File: config.mk
export PLATFORM = sky130hd
export DESIGN_NAME = gsm_ctrl
export DESIGN_NICKNAME = d
export VERILOG_FILES = /design/src/sv/gsm_pkg.sv /design/src/sv/gsm_ctrl.sv
export VERILOG_INCLUDE_DIRS = /design/src /design/src/sv
export SDC_FILE = /design/constraint.sdc
export NUM_CORES = 1
export LEC_CHECK = 0
export BUFFER_PORTS_ARGS = -buffer_cell sky130_fd_sc_hd__buf_2
export CORE_AREA = 2 2 39 41
export DETAILED_ROUTE_END_ITERATION = 8
export DIE_AREA = 0 0 41 43
export PLACE_DENSITY = 0.63
export SETUP_SLACK_MARGIN = 0.5
export SYNTH_ARGS = -nofsm -noshare
export SYNTH_HDL_FRONTEND = slang
export SYNTH_SLANG_ARGS = --single-unit
export TNS_END_PERCENT = 5
File: constraint.sdc
create_clock -name clock -period 3.2 [get_ports clock]
set_input_delay 0.32 -clock clock [delete_from_list [all_inputs] [get_ports clock]]
set_output_delay 0.32 -clock clock [all_outputs]
set_load 0.05 [all_outputs]
File: src/sv/generational_slot_map_core_assert.svh
// Assertion macros shared by the slot map modules.
// Needs no other file; the bodies are empty in synthesis builds.
`ifndef GENERATIONAL_SLOT_MAP_CORE_ASSERT_SVH
`define GENERATIONAL_SLOT_MAP_CORE_ASSERT_SVH
`ifndef SYNTHESIS
`define GSM_ASSERT_ALWAYS(label, clk, rst, cond) \
   label: assert property (@(posedge clk) disable iff (rst) (cond)) \
      else $error("slot map assertion failed");
`define GSM_ASSERT_IMPLY(label, clk, rst, ante, cons) \
   label: assert property (@(posedge clk) disable iff (rst) (ante) |-> (cons)) \
      else $error("slot map assertion failed");
`define GSM_ASSERT_NEXT(label, clk, rst, ante, cons) \
   label: assert property (@(posedge clk) disable iff (rst) (ante) |=> (cons)) \
      else $error("slot map assertion failed");
`else
`define GSM_ASSERT_ALWAYS(label, clk, rst, cond)
`define GSM_ASSERT_IMPLY(label, clk, rst, ante, cons)
`define GSM_ASSERT_NEXT(label, clk, rst, ante, cons)
`endif
`endif

File: src/sv/gsm_pkg.sv
// Shared types and constants of the generational slot map.
// Used by the controller, the datapath and the top level; depends on nothing.
package gsm_pkg;

   localparam int GSM_CAPACITY   = 256;
   localparam int GSM_DATA_WIDTH = 32;
   localparam int GSM_GEN_WIDTH  = 16;

   localparam logic [1:0] MODE_INSERT = 2'd0;
   localparam logic [1:0] MODE_REMOVE = 2'd1;
   localparam logic [1:0] MODE_GET    = 2'd2;
   localparam logic [1:0] MODE_UPDATE = 2'd3;

   localparam logic [1:0] STATUS_OK   = 2'd0;
   localparam logic [1:0] STATUS_FULL = 2'd1;
   localparam logic [1:0] STATUS_BAD  = 2'd2;

   typedef struct packed {
      logic [1:0]  mode;
      logic [7:0]  handle_index;
      logic [15:0] handle_generation;
      logic [31:0] data_in;
   } req_payload_type;

   typedef struct packed {
      logic [1:0]  status;
      logic [7:0]  out_index;
      logic [15:0] out_generation;
      logic [31:0] read_data;
      logic [8:0]  live_count;
   } rsp_payload_type;

   typedef struct packed {
      logic clear_step;
      logic accept;
      logic dense_rd;
      logic ins_commit;
      logic upd_write;
      logic move_write;
      logic free_commit;
      logic rsp_ok;
      logic rsp_full;
      logic rsp_bad;
      logic rsp_get;
   } ctrl_cmd_type;

   typedef struct packed {
      logic [1:0] mode;
      logic       full;
      logic       handle_ok;
      logic       need_move;
      logic       clear_last;
   } dpath_status_type;

endpackage

File: src/sv/gsm_ctrl.sv
// Controller of the slot map: sequences the clearing pass and each transaction.
// Depends on gsm_pkg and the assertion macro header.
`include "generational_slot_map_core_assert.svh"

module gsm_ctrl
   import gsm_pkg::*;
(
   input  logic             clock,
   input  logic             reset,
   input  logic             start,
   input  dpath_status_type status,
   output ctrl_cmd_type     cmd,
   output logic             busy
);

   typedef enum logic [2:0] {
      ST_CLEAR,
      ST_IDLE,
      ST_CHECK,
      ST_MOVE,
      ST_FREE,
      ST_GET
   } state_type;

   state_type state_ff, state_in;
   logic      busy_ff;

   always_comb begin
      cmd      = '0;
      state_in = state_ff;
      case (state_ff)
         ST_CLEAR: begin
            cmd.clear_step = 1'b1;
            if (status.clear_last) begin
               state_in = ST_IDLE;
            end
         end
         ST_IDLE: begin
            if (start) begin
               cmd.accept = 1'b1;
               state_in   = ST_CHECK;
            end
         end
         ST_CHECK: begin
            state_in = ST_IDLE;
            if (status.mode == MODE_INSERT) begin
               if (status.full) begin
                  cmd.rsp_full = 1'b1;
               end else begin
                  cmd.ins_commit = 1'b1;
               end
            end else if (!status.handle_ok) begin
               cmd.rsp_bad = 1'b1;
            end else begin
               case (status.mode)
                  MODE_REMOVE: begin
                     if (status.need_move) begin
                        cmd.dense_rd = 1'b1;
                        state_in     = ST_MOVE;
                     end else begin
                        cmd.free_commit = 1'b1;
                     end
                  end
                  MODE_GET: begin
                     cmd.dense_rd = 1'b1;
                     state_in     = ST_GET;
                  end
                  default: begin
                     cmd.upd_write = 1'b1;
                     cmd.rsp_ok    = 1'b1;
                  end
               endcase
            end
         end
         ST_MOVE: begin
            cmd.move_write = 1'b1;
            state_in       = ST_FREE;
         end
         ST_FREE: begin
            cmd.free_commit = 1'b1;
            state_in        = ST_IDLE;
         end
         ST_GET: begin
            cmd.rsp_get = 1'b1;
            state_in    = ST_IDLE;
         end
         default: begin
            state_in = ST_IDLE;
         end
      endcase
   end

   always_ff @(posedge clock) begin
      if (reset) begin
         state_ff <= ST_CLEAR;
         busy_ff  <= 1'b1;
      end else begin
         state_ff <= state_in;
         busy_ff  <= (state_in != ST_IDLE);
      end
   end

   assign busy = busy_ff;

   `GSM_ASSERT_ALWAYS(a_busy_matches_state, clock, reset, busy_ff == (state_ff != ST_IDLE))
   `GSM_ASSERT_ALWAYS(a_one_response, clock, reset, $onehot0({cmd.ins_commit, cmd.free_commit, cmd.rsp_ok, cmd.rsp_full, cmd.rsp_bad, cmd.rsp_get}))
   `GSM_ASSERT_NEXT(a_accept_checks, clock, reset, cmd.accept, state_ff == ST_CHECK)

endmodule

==> metrics.csv, run 1 <==
metric,value,unit
cts-buffers-inserted,3,
timing.hold.ws,0.2911,ns
grt_setup_unrepaired,false,
setup.worst_path.start_class,flop,
synth_xor_area_share,0,%
hpwl,604.8,um
ys_seq_elements,4,
vias,334,
antenna_cells,0,
power.density,345.4,nW/um^2
final_common_cell,buf_2,
dieArea,1763,um^2
finalWorstSetupSlack,1.366,ns
status,finished clean,
timing.rr.start,state_ff[2],
clk_pin_slew_worst_paths,0.04,ns
ctsLongestPathBuffers,2,
wl_per_cell,9.052,um
yosys.cell_types.count,24,
fp.coreArea,1384,um^2
routed_wl,697,um
layout_min_cycle_time,1.834,ns
critPathLaunch,state_ff[1],
avgSynthCellArea,8.855,um^2
min-delay-start,reset,
worstMarginPinSlew,0.2686,ns
port_buffers,20,
ant_nets,0,
grt_max_degree,9,
yosys.area.top_type_share,23.19,%
fin_setup_tns,0,ns
cts-htree-levels,1,
yosys.area.top_type,dfxtp_1,
grt_use_total,10.21,%
nets,76,
via_per_inst,4.338,
fillers,149,
crit_path_end_kind,output port,
gr-total-overflow,0,
crit_slowest_cell,dfxtp_1,
fin_skew,0.001547,ns
maxCapViolCount,0,
crit_arrival,1.51,ns
synth_top_family_by_area,simple AND/OR/NAND/NOR gates,
synth_compound_area_share,16.30,%
cts_setup_buffers,0,
syn_nets,52,
drtIter0Drc,0,
grt_pass1_vias,295,
gp_congestion,0.6926,
drcViolationCount,0,
cts-root-buf,clkbuf_4,
place_ws,1.392,ns
hp-class,input port to flop,
layout_worst_path_cycle_share,57.30,%
clock_sinks,4,
synth_fa_ha_area_share,14.49,%
synth_edf_count,0,
power_leakage,0.0002425,uW
drv_slew,0,
rows,14,
max_slew_margin,82.07,%
synthMuxAreaShare,0,%
fmax,545.4,MHz
ys_seq_area_share,23.19,%
crit_buf_inv,1,
synth.area.top_cells,"dfxtp_1 (23%), ha_1 (14%), nor2_1 (6.5%)",
setup_violations,0,
ctsHoldBuffers,0,
ys_async_sr_fraction,0,%
drive_above_1_share,49.18,%
antenna_found_initial,0,
die_x,41,um
crit_chain,nor3b_4 -> nand2_2 -> nor3b_2 -> buf_2,
required,2.88,ns
hold_viol_final,0,
critical-path-top-delay-family,simple AND/OR/NAND/NOR gates,
grt_pass1_wl,1.131,mm
slowest_delay,0.42,ns
yosysWarnings,0,
worst-path-max-fanout,8,
crit_type,flop to output port,
final_cell_mix,"buf_2 (20), nor2_1 (6), ha_1 (4), dfxtp_1 (4)",
ir_worst_vdd,0.0001171,V
fp.dieH,43,um
pin_count,21,
netlist_instances,39,
syn2layout_area_growth,39.13,%
start_util,24.95,%
synth_flop_cell,dfxtp_1,
cts_tree,yes,
synth-simple-area-share,40.58,%
cts_resized,0,
clock_latency,0.23,ns
dr.pass1.iters,1,
power,166.0,uW
synth_area,345.3,um^2
[registers in the layout, summed over array words and instances, names as in the netlist]
signal,flops
state_ff,3
busy,1
[final timing paths]
path	endpoint	slack, ns	cells after the start
max	cmd[8]	1.37	4
min	state_ff[0]	0.29	2
max reg2reg	busy	2.08	3
min reg2reg	state_ff[2]	0.61	2
[final cells by class]
class / instances / area, um^2 / share of cell area, %
clock buffers: 3 / 22.52 / 4.687
flip-flops and latches: 4 / 80.08 / 16.67
multi-input cells: 31 / 246.5 / 51.30
repair buffers: 20 / 100.1 / 20.83
inverters: 3 / 11.26 / 2.344
well taps: 16 / 20.02 / 4.167
[worst reg2reg max path, cell delays in order, from the launching register on]
cell	delay, ns
dfxtp_1	0.44
and4bb_2	0.28
a41oi_2	0.18
nand3_1	0.09
[Yosys cell counts, types with 2 or more instances]
library cell and count:
inv_1 3, ha_1 4, nand2_1 2, dfxtp_1 4, nor2_1 6, nor3b_1 2
[per-layer routing]
metal / wire, um / track usage [%]
met5: 0 / 0
met4: 0 / 6.000
met3: 40 / 7.853
met1: 302 / 12.42
met2: 354 / 12.19
[kinds of logic (layout without fill, tap and decap cells)]
kind of cell,count (synthesis),in the layout
AND/OR/NAND/NOR,21,21
AO/OA/AOI/OAI,6,6
adder cells (fa/ha/maj),4,4
flip-flops,4,4
buffers and inverters,4,26
[through the flow]
stage | area (um^2) | instances | util (%)
floorplan | 345.3 | 39 | -
global placement | 457.9 | 74 | 33.09
detailed placement | 457.9 | 74 | 33.09
CTS | 480.5 | 77 | 34.72
global route | 480.5 | 77 | 34.72
finish | 480.5 | 77 | 34.72
[report_power, final]
part	total [uW]	switching (uW)	leakage, uW	internal (uW)
logic	47.6	31.1	0.000196	16.4
clock network	61.1	19.2	0.0000138	41.9
registers	57.3	3.97	0.0000329	53.4
total	166	54.3	0.000242	112
No activity file was read; power rests on OpenSTA's default activity.
==> run 2, diff against run 1 <==
Clock period 3.2 ns to 1.78 ns, I/O delays scaled along.
==> run 2 against run 1 <==
Cell count up 6.5%. Clock skew is 0.0031 ns higher. Highest routed layer is now met4. Via count is 9.9% higher. Critical path depth did not move. Sequential share of layout area fell by 0.80 points. Final area increased by 20%. Die area is the same. Setup slack worse by 1.1 ns. Count of clock-buffer cells in the layout is the same.
==> metrics.csv, run 2 (synthesis results as in run 1) <==
metric,value,unit
status,finished clean,
routed_wl,799,um
place_ws,0.1980,ns
cts-root-buf,clkbuf_4,
finalInstanceArea,575.6,um^2
antenna_found_initial,0,
max_slew_margin,83.52,%
cts_tree,yes,
fp.coreArea,1384,um^2
clk_pin_slew_worst_paths,0.04,ns
port_buffers,20,
grt_setup_unrepaired,true,
ant_nets,0,
worstMarginPinSlew,0.2462,ns
pin_count,21,
cts-buffers-inserted,3,
power.density,545.9,nW/um^2
via_per_inst,4.476,
dr.pass1.iters,3,
drv_slew,0,
maxCapViolCount,0,
crit_path_end_kind,output port,
setup_violations,0,
cts-htree-levels,1,
regMostFlops,state_ff,
ctsHoldBuffers,0,
drcViolationCount,0,
nets,81,
grt_max_degree,8,
fp.dieH,43,um
fin_skew,0.004631,ns
power_leakage,0.0002851,uW
drive_above_1_share,66.67,%
ir_worst_vdd,0.0003863,V
wl_per_cell,9.744,um
fillers,148,
die_x,41,um
multi_input_comb_area,281.5,um^2
fin_util,41.59,%
layout_min_cycle_time,1.520,ns
worst-path-max-fanout,4,
final_common_cell,buf_2,
hp-class,input port to flop,
antenna_cells,0,
hold_viol_final,0,
start_util,24.95,%
crit_type,flop to output port,
setup.worst_path.start_class,flop,
layout_worst_path_cycle_share,85.42,%
grt_use_total,11.24,%
syn2layout_area_growth,66.67,%
fin_setup_tns,0,ns
clock_sinks,4,
rows,14,
grt_pass1_wl,1.304,mm
final_cell_mix,"buf_2 (17), buf_4 (7), nor2_1 (5)",
gp_congestion,0.6221,
clock_latency,0.24,ns
dieArea,1763,um^2
vias,367,
crit_arrival,1.34,ns
place_area,490.5,um^2
drtIter0Drc,3,
ctsLongestPathBuffers,2,
grt_pass1_vias,349,
gr-total-overflow,0,
hpwl,611.5,um
fmax,657.7,MHz
ff_latch_area,91.34,um^2
finalWorstSetupSlack,0.2595,ns
largest_reg_flops,3,
required,1.60,ns
-- run 2: critical path, stage by stage, from the launching register on --
cell	delay (ns)
dfxtp_4	0.34
nor3b_4	0.25
nand2_2	0.15
nor3b_4	0.19
buf_6	0.18
-- run 2: stage by stage --
stage | cells | hold WS [ns] | total power (uW)
6_report | 82 | 0.1363 | 314.2
3_5_place_dp | 74 | 0.3935 | 197.3
5_1_grt | 82 | 0.1496 | 334.9
2_1_floorplan | 39 | 0.2502 | 172.1
3_3_place_gp | 74 | 0.3872 | 197.0
4_1_cts | 82 | 0.1329 | 320.1
-- run 2: what timing repair did --
item / 4_1_cts / 5_1_grt
gates resized for setup: 10 / 1
hold endpoints to repair: 0 / 0
endpoints found under the setup margin: 10 / 11
pin swaps: 2 / 3
setup buffers: 5 / 0
-- run 2: layer usage --
metal	wire (um)	up-vias	part of all wire, %	global-route usage [%]
met1	309	160	39	12.22
met3	57	2	7.1	4.712
li1	-	192	-	-
met4	11	0	1.4	6.000
met2	421	13	53	17.50
met5	0	-	0	0
-- run 2: area by class of cell --
| class | instances | share of cell area (%) |
|---|---|---|
| multi-input combinational | 31 | 48.91 |
| timing repair buffer | 25 | 25.87 |
| sequential | 4 | 15.87 |
| clock buffer | 3 | 3.913 |
| tap | 16 | 3.478 |
| inverter | 3 | 1.957 |
-- run 2: final timing paths --
kind | from | end | slack, ns | depth (start not counted)
worst min register to register | state_ff[1] | state_ff[2] | 0.71 | 3
worst max register to register | state_ff[1] | busy | 0.60 | 4
worst max-delay path | state_ff[2] | cmd[8] | 0.26 | 4
worst min-delay path | reset | state_ff[1] | 0.14 | 2
-- run 2: power by group --
group          internal [uW]  switching, uW  total (uW)
logic                   38.8           65.2         104
registers               93.8           3.69        97.5
clock network           75.4           37.2         113
==> run 3, diff against run 2 <==
--- a/constraint.sdc
+++ b/constraint.sdc
@@ -3,2 +3,2 @@
 set_output_delay 0.178 -clock clock [all_outputs]
-set_load 0.05 [all_outputs]
+set_load 0.1 [all_outputs]
==> run 3 against run 2 <==
Global-route usage increased by 2.5 points. Routed wire length increased by 27%. Combinational power increased by 44%. Via count increased by 4.6%. Critical path type unchanged. Count of clock-buffer cells in the layout increased by 1. Final area increased by 22%. Register-to-register slack got worse by 0.05 ns. First-iteration DRC count increased by 33%. Critical endpoint is now cmd[1]. Maximum frequency decreased by 4.8%.
==> metrics.csv, run 3 (synthesis results as in run 1) <==
metric,value,unit
rows,14,
antenna_found_initial,0,
power.density,538.0,nW/um^2
hold_viol_final,0,
ir_worst_vdd,0.0002995,V
start_util,24.95,%
whs_path_depth,2,
setup.worst_path.start_class,flop,
timing.rr.start,state_ff[1],
maxCapViolCount,0,
grt_pass1_wl,1.635,mm
fp.dieH,43,um
syn2layout_area_growth,102.5,%
gr-total-overflow,0,
grt_use_total,13.76,%
fin_setup_tns,0,ns
grt_pass1_vias,409,
r2r-end,busy,
dr.pass1.iters,4,
worstHoldEndpoint,state_ff[1],
cts-htree-levels,1,
reg2regPathDepth,4,
drv_slew,0,
largest_reg_flops,3,
ctsLongestPathBuffers,2,
dp.cells,75,
crit_arrival,1.42,ns
setup_violations,0,
fp.coreArea,1384,um^2
die_x,41,um
nets,80,
finalInstanceArea,699.4,um^2
final_common_cell,buf_2,
fillers,132,
status,finished clean,
finalWorstSetupSlack,0.1827,ns
antenna_cells,0,
drive_above_1_share,66.67,%
reg2reg_slack,0.55,ns
vias,384,
hpwl,793,um
max_slew_margin,67.89,%
port_buffers,20,
cts_tree,yes,
via_per_inst,4.683,
grt_setup_unrepaired,true,
layout_min_cycle_time,1.597,ns
min-delay-start,reset,
clock_sinks,4,
clock_latency,0.24,ns
timing.hold.ws,0.1420,ns
final_cell_mix,"buf_2 (11), buf_12 (7), buf_4 (5)",
ant_nets,0,
place_ws,0.1901,ns
grt_max_degree,8,
crit_type,flop to output port,
fmax,626.1,MHz
hp-class,input port to flop,
fin_cells,82,
pin_count,21,
cts-root-buf,clkbuf_4,
worstMarginPinSlew,0.4850,ns
regMostFlops,state_ff,
fin_skew,0.007773,ns
power_leakage,0.0003116,uW
wl_per_cell,12.33,um
worst-path-max-fanout,4,
gp_congestion,0.6655,
routed_wl,1.011,mm
drcViolationCount,0,
layout_worst_path_cycle_share,89.73,%
drtIter0Drc,4,
cts-buffers-inserted,3,
crit_path_end_kind,output port,
required,1.60,ns
dieArea,1763,um^2
place_area,631.9,um^2
clk_pin_slew_worst_paths,0.04,ns
[run 3: area by class of cell]
class                   instances  area, um^2  share of cell area (%)
multi-input cells              31       309.0                   44.19
repair buffers                 24       244.0                   34.88
clock buffers                   4       26.28                   3.757
inverters                       3       11.26                   1.610
flip-flops and latches          4       88.84                   12.70
well taps                      16       20.02                   2.862
[run 3: routing by layer]
metal / GRT usage, % / share of wire (%) / wire length, um / up-vias
li1: - / - / - / 190
met2: 23.44 / 58 / 590 / 12
met5: 0 / 0 / 0 / -
met4: 10.00 / 1.9 / 19 / 0
met3: 0 / 3.6 / 36 / 2
met1: 15.11 / 36 / 365 / 180
[run 3: metrics by stage]
step	power (uW)	util, %
2_1_floorplan	207.9	-
3_3_place_gp	238.6	45.66
3_5_place_dp	241.5	45.66
4_1_cts	378.6	50.54
5_1_grt	394.3	50.54
6_report	376.3	50.54
[run 3: worst max-delay path by stage]
| stage | startpoint | endpoint | slack (ns) | depth (start not counted) |
|---|---|---|---|---|
| CTS | state_ff[0] | cmd[1] | 0.18 | 4 |
| finish | state_ff[0] | cmd[1] | 0.18 | 4 |
| floorplan | state_ff[1] | cmd[8] | -0.07 | 3 |
| global route | state_ff[0] | cmd[1] | 0.12 | 4 |
| global placement | status[4] | cmd[8] | 0.24 | 7 |
| detailed placement | status[4] | cmd[8] | 0.19 | 7 |
[run 3: timing repair]
item | CTS | global route
resized for setup | 7 | 0
pin swaps | 3 | 0
hold endpoints to repair | 0 | 0
hold buffers | 0 | 0
cloned | 0 | 0
endpoints found under the setup margin | 11 | 12
buffers inserted | 3 | 0
[run 3: power breakdown]
part / total [uW] / leakage [uW] / switching (uW) / internal [uW]
logic: 150 / 0.000262 / 104 / 45.8
registers: 98.8 / 0.0000347 / 3.77 / 95.1
clock network: 127 / 0.0000150 / 43.0 / 84.5
total: 376 / 0.000312 / 151 / 225
[run 3: critical path: stages (launching register included)]
cell and delay, ns:
dfxtp_4 0.34, nor3b_4 0.27, buf_6 0.15, nor3b_4 0.21, buf_12 0.20
